$ cat config.mk
export PLATFORM = sky130hd
export DESIGN_NAME = epoch_seconds_to_utc_date
export DESIGN_NICKNAME = d
export VERILOG_FILES = /design/src/es2u_pkg.sv /design/src/epoch_seconds_to_utc_date.sv /design/src/es2u_ctrl.sv
export SDC_FILE = /design/constraint.sdc
export NUM_CORES = 2
export LEC_CHECK = 0
export ABC_AREA = 1
export BUFFER_PORTS_ARGS = -buffer_cell sky130_fd_sc_hd__buf_2
export CAP_MARGIN = 5
export CORE_MARGIN = 2
export CORE_UTILIZATION = 59
export DETAILED_ROUTE_END_ITERATION = 8
export GPL_TIMING_DRIVEN = 0
export HOLD_SLACK_MARGIN = 0.15
export PLACE_DENSITY_LB_ADDON = 0.25
export SLEW_MARGIN = 0
export SYNTH_ARGS = -nofsm -noshare
export SYNTH_HDL_FRONTEND = slang
export SYNTH_HIERARCHICAL = 1
export SYNTH_SLANG_ARGS = --single-unit
export TNS_END_PERCENT = 1
$ cat constraint.sdc
create_clock -name i_clk -period 7.7 [get_ports i_clk]
set_input_delay 0.77 -clock i_clk [delete_from_list [all_inputs] [get_ports i_clk]]
set_output_delay 0.77 -clock i_clk [all_outputs]
set_load 0.05 [all_outputs]
$ cat src/es2u_pkg.sv
`timescale 1ns / 1ps
// Shared types and constants for the epoch seconds to UTC date converter.
// Used by es2u_ctrl and epoch_seconds_to_utc_date; depends on nothing else.
package es2u_pkg;

    // Number of register stages in the datapath, the output register included.
    localparam int NSTAGE = 6;

    // Hold and valid bits of every stage, handed from the control unit to the datapath.
    typedef struct packed {
        logic [NSTAGE-1:0] load;
        logic [NSTAGE-1:0] valid;
    } t_pipe_ctl;

    // Reciprocals for the constant divisions. Each one rounds down, so the
    // quotient it gives is exact or one too small, and a single compare and
    // subtract puts it right.
    localparam logic [25:0] DAY_RECIP   = 26'd50903316; // 2^35 / 675, for seconds >> 7
    localparam logic [12:0] HOUR_RECIP  = 13'd4660;     // 2^20 / 225, for sod >> 4
    localparam logic [15:0] MIN_RECIP   = 16'd34952;    // 2^19 / 15, for sod >> 2
    localparam logic [15:0] CYCLE_RECIP = 16'd45933;    // 2^26 / 1461

    localparam logic [9:0]  DAY_SHIFTED   = 10'd675;   // 86400 >> 7
    localparam logic [16:0] SECS_PER_HOUR = 17'd3600;
    localparam logic [6:0]  SECS_PER_MIN  = 7'd60;
    localparam logic [10:0] DAYS_PER_QUAD = 11'd1461;
    localparam logic [10:0] DAYS_PER_YEAR = 11'd365;

    // Day numbers count from 1968-03-01, so that every leap day ends a year.
    localparam logic [15:0] EPOCH_OFFSET = 16'd671;
    // First day of March 2100 in that count: the missing leap day of 2100 is
    // skipped by adding one from here on.
    localparam logic [15:0] MARCH_2100   = 16'd48212;
    localparam logic [5:0]  QUAD_2096    = 6'd32;
    localparam logic [7:0]  BASE_YEAR    = 8'd68;  // 1968 - 1900

    // Month position in a year that starts in March: January is ten.
    localparam logic [3:0]  MP_JANUARY   = 4'd10;
    localparam logic [8:0]  JAN_FIRST    = 9'd306;
    localparam logic [8:0]  MAR_FIRST    = 9'd59;

    // First day of each month within a year that starts on March 1.
    localparam logic [8:0] MAR_START [12] = '{
        9'd0, 9'd31, 9'd61, 9'd92, 9'd122, 9'd153,
        9'd184, 9'd214, 9'd245, 9'd275, 9'd306, 9'd337
    };

    // Month position (0 is March) of a day within a March-based year.
    function automatic logic [3:0] march_month(input logic [8:0] doy);
        logic [3:0] mp;
        mp = '0;
        for (int k = 1; k < 12; k++) begin
            if (doy >= MAR_START[k]) begin
                mp = 4'(k);
            end
        end
        return mp;
    endfunction

endpackage

$ cat src/epoch_seconds_to_utc_date.sv
`timescale 1ns / 1ps
// Top level of the epoch seconds to UTC date converter: six-stage datapath.
// Depends on es2u_pkg and es2u_ctrl.

// Converts a 32-bit count of seconds since 1970-01-01 00:00:00 UTC into second,
// minute, hour, weekday, years since 1900, day of the year, month and day of the
// month, following the full Gregorian leap-year rule (2100 is a common year).
// The datapath is six register stages deep, and a new timestamp can be taken in
// every cycle unless every stage is full and the output is stalled. The
// stages are set by the chain of constant divisions (seconds into days, the day
// count into four-year cycles, seconds of the day into hours and minutes), each
// done as a reciprocal multiplication in one stage followed by a correcting
// subtraction in the next. When the output is stalled, the stages fill up and
// s_axis_tready falls only once every stage holds a result; s_axis_tready
// depends combinationally on m_axis_tready.
module epoch_seconds_to_utc_date (
    input  logic        i_clk,
    input  logic        i_rst_n,
    input  logic        s_axis_tvalid,
    output logic        s_axis_tready,
    input  logic [31:0] s_axis_tdata,  // [31:0] epoch_seconds
    output logic        m_axis_tvalid,
    input  logic        m_axis_tready,
    output logic [47:0] m_axis_tdata   // [5:0] second, [11:6] minute, [16:12] hour,
                                       // [19:17] weekday, [27:20] years_since_1900,
                                       // [36:28] day_of_year, [40:37] month_index,
                                       // [45:41] day_of_month, [47:46] zero
);

    es2u_pkg::t_pipe_ctl ctl;

    es2u_ctrl u_ctrl (
        .i_clk       (i_clk),
        .i_rst_n     (i_rst_n),
        .i_in_valid  (s_axis_tvalid),
        .i_out_ready (m_axis_tready),
        .o_ctl       (ctl)
    );

    assign s_axis_tready = ctl.load[0];
    assign m_axis_tvalid = ctl.valid[es2u_pkg::NSTAGE-1];

    // ------------------------------------------------------------------
    // Stage 1: estimate the day count from the seconds divided by 128.
    logic [24:0] r_s1_x, n_s1_x;
    logic [6:0]  r_s1_lo, n_s1_lo;
    logic [15:0] r_s1_q, n_s1_q;
    logic [50:0] prod1;

    always_comb begin
        n_s1_x  = s_axis_tdata[31:7];
        n_s1_lo = s_axis_tdata[6:0];
        prod1   = 51'(s_axis_tdata[31:7]) * 51'(es2u_pkg::DAY_RECIP);
        n_s1_q  = prod1[50:35];
    end

    always_ff @(posedge i_clk) begin
        if (ctl.load[0]) begin
            r_s1_x  <= n_s1_x;
            r_s1_lo <= n_s1_lo;
            r_s1_q  <= n_s1_q;
        end
    end

    // ------------------------------------------------------------------
    // Stage 2: correct the day count and form the seconds of the day.
    logic [15:0] r_s2_days, n_s2_days;
    logic [16:0] r_s2_sod, n_s2_sod;
    logic [25:0] prod2;
    logic [25:0] rem2;
    logic        fix2;
    logic [10:0] rem2_adj;

    always_comb begin
        prod2     = 26'(r_s1_q) * 26'(es2u_pkg::DAY_SHIFTED);
        rem2      = 26'(r_s1_x) - prod2;
        fix2      = rem2[10:0] >= 11'(es2u_pkg::DAY_SHIFTED);
        rem2_adj  = fix2 ? (rem2[10:0] - 11'(es2u_pkg::DAY_SHIFTED)) : rem2[10:0];
        n_s2_days = fix2 ? (r_s1_q + 16'd1) : r_s1_q;
        n_s2_sod  = {rem2_adj[9:0], r_s1_lo};
    end

    always_ff @(posedge i_clk) begin
        if (ctl.load[1]) begin
            r_s2_days <= n_s2_days;
            r_s2_sod  <= n_s2_sod;
        end
    end

    // ------------------------------------------------------------------
    // Stage 3: weekday, and estimates of hour, minute count and cycle.
    logic [16:0] r_s3_sod;
    logic [15:0] r_s3_dv, n_s3_dv;
    logic [2:0]  r_s3_wd, n_s3_wd;
    logic [4:0]  r_s3_h, n_s3_h;
    logic [10:0] r_s3_mt, n_s3_mt;
    logic [5:0]  r_s3_c, n_s3_c;
    logic [15:0] dsh;
    logic [15:0] wsum;
    logic [5:0]  fold1;
    logic [3:0]  fold2;
    logic [24:0] prodh;
    logic [29:0] prodm;
    logic [31:0] prodc;

    always_comb begin
        // Day number from 1968-03-01, plus one from March 2100 on for the missing leap day.
        dsh     = r_s2_days + es2u_pkg::EPOCH_OFFSET;
        n_s3_dv = dsh + 16'(dsh >= es2u_pkg::MARCH_2100);
        // Day count plus four modulo seven, by summing octal digits (8 = 1 mod 7).
        wsum  = r_s2_days + 16'd4;
        fold1 = 6'(wsum[2:0]) + 6'(wsum[5:3]) + 6'(wsum[8:6]) + 6'(wsum[11:9])
              + 6'(wsum[14:12]) + 6'(wsum[15]);
        fold2 = 4'(fold1[5:3]) + 4'(fold1[2:0]);
        n_s3_wd = (fold2 >= 4'd7) ? 3'(fold2 - 4'd7) : fold2[2:0];
        // Quotient estimates, each exact or one short.
        prodh   = 25'(r_s2_sod[16:4]) * 25'(es2u_pkg::HOUR_RECIP);
        n_s3_h  = prodh[24:20];
        prodm   = 30'(r_s2_sod[16:2]) * 30'(es2u_pkg::MIN_RECIP);
        n_s3_mt = prodm[29:19];
        prodc   = 32'(n_s3_dv) * 32'(es2u_pkg::CYCLE_RECIP);
        n_s3_c  = prodc[31:26];
    end

    always_ff @(posedge i_clk) begin
        if (ctl.load[2]) begin
            r_s3_sod <= r_s2_sod;
            r_s3_dv  <= n_s3_dv;
            r_s3_wd  <= n_s3_wd;
            r_s3_h   <= n_s3_h;
            r_s3_mt  <= n_s3_mt;
            r_s3_c   <= n_s3_c;
        end
    end

    // ------------------------------------------------------------------
    // Stage 4: correct the estimates; second and day within the cycle fall out.
    logic [5:0]  r_s4_sec, n_s4_sec;
    logic [4:0]  r_s4_hour, n_s4_hour;
    logic [10:0] r_s4_mt, n_s4_mt;
    logic [5:0]  r_s4_cyc, n_s4_cyc;
    logic [10:0] r_s4_r, n_s4_r;
    logic [2:0]  r_s4_wd;
    logic [16:0] sd;
    logic [16:0] hd;
    logic [15:0] cd;
    logic        fix_s, fix_h, fix_c;
    logic [6:0]  sd_adj;
    logic [11:0] cd_adj;

    always_comb begin
        sd        = r_s3_sod - 17'(r_s3_mt) * 17'(es2u_pkg::SECS_PER_MIN);
        fix_s     = sd[6:0] >= es2u_pkg::SECS_PER_MIN;
        sd_adj    = fix_s ? (sd[6:0] - es2u_pkg::SECS_PER_MIN) : sd[6:0];
        n_s4_sec  = sd_adj[5:0];
        n_s4_mt   = r_s3_mt + 11'(fix_s);

        hd        = r_s3_sod - 17'(r_s3_h) * es2u_pkg::SECS_PER_HOUR;
        fix_h     = hd[12:0] >= 13'(es2u_pkg::SECS_PER_HOUR);
        n_s4_hour = r_s3_h + 5'(fix_h);

        cd        = r_s3_dv - 16'(r_s3_c) * 16'(es2u_pkg::DAYS_PER_QUAD);
        fix_c     = cd[11:0] >= 12'(es2u_pkg::DAYS_PER_QUAD);
        cd_adj    = fix_c ? (cd[11:0] - 12'(es2u_pkg::DAYS_PER_QUAD)) : cd[11:0];
        n_s4_r    = cd_adj[10:0];
        n_s4_cyc  = r_s3_c + 6'(fix_c);
    end

    always_ff @(posedge i_clk) begin
        if (ctl.load[3]) begin
            r_s4_sec  <= n_s4_sec;
            r_s4_hour <= n_s4_hour;
            r_s4_mt   <= n_s4_mt;
            r_s4_cyc  <= n_s4_cyc;
            r_s4_r    <= n_s4_r;
            r_s4_wd   <= r_s3_wd;
        end
    end

    // ------------------------------------------------------------------
    // Stage 5: minute, year within the cycle and day within the March year.
    logic [5:0]  r_s5_sec;
    logic [5:0]  r_s5_min, n_s5_min;
    logic [4:0]  r_s5_hour;
    logic [2:0]  r_s5_wd;
    logic [7:0]  r_s5_yr, n_s5_yr;
    logic [8:0]  r_s5_doy, n_s5_doy;
    logic        r_s5_leap, n_s5_leap;
    logic [1:0]  yic;
    logic [10:0] min_full;
    logic [10:0] doy_full;

    always_comb begin
        min_full = r_s4_mt - 11'(r_s4_hour) * 11'(es2u_pkg::SECS_PER_MIN);
        n_s5_min = min_full[5:0];
        // A cycle holds three common years and then the leap year.
        if (r_s4_r >= 11'd1095) begin
            yic = 2'd3;
        end else if (r_s4_r >= 11'd730) begin
            yic = 2'd2;
        end else if (r_s4_r >= es2u_pkg::DAYS_PER_YEAR) begin
            yic = 2'd1;
        end else begin
            yic = 2'd0;
        end
        doy_full  = r_s4_r - 11'(yic) * es2u_pkg::DAYS_PER_YEAR;
        n_s5_doy  = doy_full[8:0];
        n_s5_yr   = es2u_pkg::BASE_YEAR + {r_s4_cyc, 2'b00} + 8'(yic);
        // The year 2100 is a common year, so its days from March on take no leap day.
        n_s5_leap = (yic == 2'd0) && (r_s4_cyc != es2u_pkg::QUAD_2096 + 6'd1);
    end

    always_ff @(posedge i_clk) begin
        if (ctl.load[4]) begin
            r_s5_sec  <= r_s4_sec;
            r_s5_min  <= n_s5_min;
            r_s5_hour <= r_s4_hour;
            r_s5_wd   <= r_s4_wd;
            r_s5_yr   <= n_s5_yr;
            r_s5_doy  <= n_s5_doy;
            r_s5_leap <= n_s5_leap;
        end
    end

    // ------------------------------------------------------------------
    // Stage 6: month and day of the month, back to a January-based year.
    logic [5:0] r_s6_sec, r_s6_min;
    logic [4:0] r_s6_hour;
    logic [2:0] r_s6_wd;
    logic [7:0] r_s6_years, n_s6_years;
    logic [8:0] r_s6_yday, n_s6_yday;
    logic [3:0] r_s6_mon, n_s6_mon;
    logic [4:0] r_s6_mday, n_s6_mday;
    logic [3:0] mp;
    logic       next_year;
    logic [8:0] mday_full;

    always_comb begin
        mp         = es2u_pkg::march_month(r_s5_doy);
        next_year  = mp >= es2u_pkg::MP_JANUARY;
        mday_full  = r_s5_doy - es2u_pkg::MAR_START[mp] + 9'd1;
        n_s6_mday  = mday_full[4:0];
        n_s6_mon   = next_year ? (mp - es2u_pkg::MP_JANUARY) : (mp + 4'd2);
        n_s6_years = r_s5_yr + 8'(next_year);
        n_s6_yday  = next_year ? (r_s5_doy - es2u_pkg::JAN_FIRST)
                               : (r_s5_doy + es2u_pkg::MAR_FIRST + 9'(r_s5_leap));
    end

    always_ff @(posedge i_clk) begin
        if (ctl.load[5]) begin
            r_s6_sec   <= r_s5_sec;
            r_s6_min   <= r_s5_min;
            r_s6_hour  <= r_s5_hour;
            r_s6_wd    <= r_s5_wd;
            r_s6_years <= n_s6_years;
            r_s6_yday  <= n_s6_yday;
            r_s6_mon   <= n_s6_mon;
            r_s6_mday  <= n_s6_mday;
        end
    end

    assign m_axis_tdata = {2'b00, r_s6_mday, r_s6_mon, r_s6_yday, r_s6_years,
                           r_s6_wd, r_s6_hour, r_s6_min, r_s6_sec};

endmodule

$ cat src/es2u_ctrl.sv
`timescale 1ns / 1ps
// Valid bits and stage hold logic of the converter pipeline.
// Depends on es2u_pkg for the stage count and the control struct.
module es2u_ctrl (
    input  logic                i_clk,
    input  logic                i_rst_n,
    input  logic                i_in_valid,
    input  logic                i_out_ready,
    output es2u_pkg::t_pipe_ctl o_ctl
);

    logic [es2u_pkg::NSTAGE-1:0] r_vld;
    logic [es2u_pkg::NSTAGE-1:0] n_vld;
    logic [es2u_pkg::NSTAGE-1:0] load;

    // A stage may take new data when it is empty or when its contents move on.
    always_comb begin
        load[es2u_pkg::NSTAGE-1] = ~r_vld[es2u_pkg::NSTAGE-1] | i_out_ready;
        for (int k = es2u_pkg::NSTAGE - 2; k >= 0; k--) begin
            load[k] = ~r_vld[k] | load[k+1];
        end
    end

    // Valid bits follow the data; a stage that holds keeps its bit.
    always_comb begin
        n_vld = r_vld;
        if (load[0]) begin
            n_vld[0] = i_in_valid;
        end
        for (int k = 1; k < es2u_pkg::NSTAGE; k++) begin
            if (load[k]) begin
                n_vld[k] = r_vld[k-1];
            end
        end
    end

    always_ff @(posedge i_clk) begin
        if (!i_rst_n) begin
            r_vld <= '0;
        end else begin
            r_vld <= n_vld;
        end
    end

    assign o_ctl.load  = load;
    assign o_ctl.valid = r_vld;

endmodule
==> run summary <==
The flow ran to the end, and the final reports show no timing, DRC or antenna violations. For the H-tree depth, the log shows 1. The tightest hold path in the finished design has a slack of 0.400 ns. The setup path with the least slack is of type flop to flop.

The run gives 239 as the clock sink total. Adding up every negative setup slack in the final design gives 0 ns. In this run the cell area of the synthesized design comes to 34300 sq um. Once placement completed, the tool counted placed cells totaling 4557.

Setup repair after global routing could not meet its margin everywhere. Relative to the synthesized area, the layout overhead comes to 12.1%. After detailed routing, the total wire length is 73500 um. The count of buffers from port buffering was 83. The cell count after synthesis is 3706. After detailed routing, the number of vias per cell comes to 5.31. Summing all placed instances gives a cell area of 35700 sq um. The depth of the worst register-to-register path is 41. Leaving out fill and tap cells, the most frequent cells in the layout are sky130_fd_sc_hd__inv_1, sky130_fd_sc_hd__ha_1, sky130_fd_sc_hd__nand2_1. The first global-routing pass estimated 122000 um of wire. In the finished design, the share of the clock period the worst path needs comes to 99.9%.

The die is 245 um tall. The total count of hold-check failures in the final report is 0. The largest family of logic cells by synthesized area was adder cells. The clock transition at the registers of the reported paths works out to 0.07 ns.

Yosys printed 6 warnings. The via count of the first global-routing pass was 25.7k; the boundary pin count was 86. The synthesized netlist devotes 5.18% of its cell area to XOR and XNOR gates. For this run, the number of standard cells in the final layout without fillers is 4696. The final count of pins violating max slew was 0.

For the unique cell type count in the Yosys netlist, the log shows 61. TritonCTS built the clock tree. The first routing iteration left 1197 violations. The TritonCTS buffer count was 26; the largest stage delay on the critical path was 0.56 ns.

Worst hold path stage count: 1. For this design, the slowest cell found on the critical path is sky130_fd_sc_hd__fa_1. The core region is 57600 sq um. The final setup skew is 0.0200 ns, and the post-detailed-route count of antenna-violating nets is 0. The end of the worst register-to-register path is r_s3_c[1]. For hold timing, the worst endpoint is r_s1_lo[5]. The run gives 25.0% as the overall track demand over capacity in global routing.

The clock period could shrink to 7.70 ns. Dividing the synthesized area by the synthesized cell count gives 9.25 sq um. After clock tree synthesis, the flow added hold-fix buffers numbering 0.

For this run, design rule violations remaining after detail routing come to 0. The share of synthesized cell area in and, or, nand and nor gates came out at 12.6%. The primary flip-flop cell chosen by synthesis mapping is sky130_fd_sc_hd__edfxtp_1. The biggest fanout along the worst timing path was 5; the placer congestion estimate was 0.958. For this run, the top clock speed supported by timing is 130 MHz. The arrival time of the worst setup path is 8.07 ns, and the number of synthesized register bits is 239. The class of the tightest hold or removal check was input pin to flop. The worst setup path is captured at a flop. The compound-cell area share of the yosys netlist came out at 5.89%. For the count of inserted antenna diode cells, the log shows 0.

The proportion of register bits with asynchronous set or reset after synthesis came out at 0%. For this block, the via count after detailed routing is 24.9k. The proportion of layout cells with a drive suffix above 1 works out to 11.7%. The initial antenna violation count is 1, and the floorplan row count is 88. The worst pin sits at a relative slew slack of 22.8%.

The final-report setup violation count came out at 0. Most common library cell in the layout ignoring fill and taps: sky130_fd_sc_hd__inv_1. The startpoint identified for the worst hold timing path is s_axis_tdata[5].

STA classifies the critical path startpoint as a flop. The tools report the origin of the critical flop-to-flop path as r_s2_days[2]. Number of iterations in the first detailed-routing pass: 5. The later pin in the worst-skew pair is clocked with a latency of 0.56 ns. The initial utilization of the core area, before any placement, comes to 59.5%.

In the final routed layout, each cell accounts on average for 15.7 um. At the pin with the least slew margin, the transition time is 1.15 ns. The cell repeated most along the worst path is sky130_fd_sc_hd__buf_4. Summing the areas of all fa, ha and maj instances in the mapped netlist gives 45.9% of the synthesized area. The portion of netlist area occupied by mux cells works out to 0.0329%. The net count of the finished layout is 5004. Summed over all nets, the half-perimeter wirelength after detailed placement is 58300 um. The tools report the data required time at the worst endpoint as 8.07 ns.

The synthesized design contains 233 enable-type register cells. The finished cells cover 38400 sq um. The total grt overflow is 0. Counting along the longest clock path gives a buffer depth of 3.

The die area came out at 60000 sq um. The register-to-register setup slack was 0.004 ns; the die boundary width was 245 um. Entering global routing, the biggest net connects 47 pins.

Across the run, the number of max-cap violations was 0. Clock tree synthesis selected as its root buffer the cell sky130_fd_sc_hd__clkbuf_16. Of the synthesized area, sequential elements account for 20.8%.
## critical path, delay by kind of cell, from the launching register on
kind | cells | cell delay [ns]
xor gates and xnor gates | 1 | 0.28
adders and majority gates | 7 | 3.00
DFF | 1 | 0.48
buffers and inverters | 20 | 2.27
and+or+nand+nor | 11 | 1.11
AOI/OAI and AO/OA | 2 | 0.37
## cells by family after synthesis
family,count (synthesis)
xor+xnor,194
mux,1
flops,239
simple gates,999
fa+ha+maj,1057
buf+inv,863
other cells,1
compound gates,352
## what timing repair did
action                                  in CTS  in global routing
endpoints found under the setup margin       6                  6
pin swaps                                   69                 86
buffers inserted                            67                 25
resized for setup                          115                103
## registers in the layout, indices dropped and copies added, names as in the netlist, 7 cells and up
signal and cells:
r_s6_years 8, r_s6_yday 9, r_s3_dv 12, r_s2_sod 17, r_s1_x 11, r_s3_sod 13, r_s5_yr 8, r_s4_r 11
r_s1_q 16, r_s5_doy 9, r_s2_days 16, r_s1_lo 7
## Yosys cell counts, types with 6 or more instances
cell type,n,area (sq um)
sky130_fd_sc_hd__a21o_1,20,150
sky130_fd_sc_hd__o21bai_1,15,113
sky130_fd_sc_hd__nor4_1,12,75.1
sky130_fd_sc_hd__edfxtp_1,233,7000
sky130_fd_sc_hd__buf_2,10,50.1
sky130_fd_sc_hd__inv_1,835,3130
sky130_fd_sc_hd__fa_1,332,6650
sky130_fd_sc_hd__o21ai_0,97,485
sky130_fd_sc_hd__dfxtp_1,6,120
sky130_fd_sc_hd__a31oi_1,11,68.8
sky130_fd_sc_hd__nand3b_1,9,67.6
sky130_fd_sc_hd__nand3_1,159,796
sky130_fd_sc_hd__nand4_1,40,250
sky130_fd_sc_hd__nor2_1,174,653
sky130_fd_sc_hd__xnor2_1,57,499
sky130_fd_sc_hd__nand2_2,7,43.8
sky130_fd_sc_hd__xor2_1,130,1140
sky130_fd_sc_hd__nand2_1,533,2000
sky130_fd_sc_hd__o211ai_1,13,97.6
sky130_fd_sc_hd__or2_2,9,56.3
sky130_fd_sc_hd__a21oi_1,156,781
sky130_fd_sc_hd__o21a_1,7,52.6
sky130_fd_sc_hd__ha_1,725,9070
sky130_fd_sc_hd__inv_2,7,26.3
sky130_fd_sc_hd__nor3_1,34,170
## layer usage
layer / track usage [%] / wire (um) / vias to the layer above
met5: 0 / 13 / -
met4: 7.80 / 2250 / 2
met3: 2.10 / 2680 / 144
met2: 44.9 / 36500 / 511
met1: 32.0 / 32000 / 11900
li1: - / - / 12400
## how the worst max path moves through the flow
stage / startpoint / depth (start not counted) / endpoint
global placement: r_s2_days[3] / 43 / r_s3_c[5]
floorplan: r_s2_days[3] / 41 / r_s3_c[2]
detailed placement: r_s2_days[3] / 43 / r_s3_c[5]
global route: r_s2_days[2] / 36 / r_s3_c[3]
CTS: r_s2_days[2] / 42 / r_s3_c[5]
finish: r_s2_days[2] / 41 / r_s3_c[1]
## layout make-up
type | instances | area [sq um]
Sequential cell | 239 | 7120
Clock inverter | 19 | 288
Fill cell | 4467 | 19200
Multi-Input combinational cell | 2605 | 24900
Inverter | 842 | 3170
Buffer | 20 | 129
Timing Repair Buffer | 177 | 1190
Tap cell | 765 | 957
Clock buffer | 29 | 682
## per-stage QoR
step	utilization (%)	worst slack, ns
finish	66.7	0.00434
global placement	61.9	-1.04
detailed placement	62.0	-1.07
floorplan	-	0.141
global route	66.7	-0.327
CTS	65.6	-0.0696
Power is left out: the tool's default activity adds up to more than one toggle a clock period on the data nets, which glitch-free logic cannot reach.
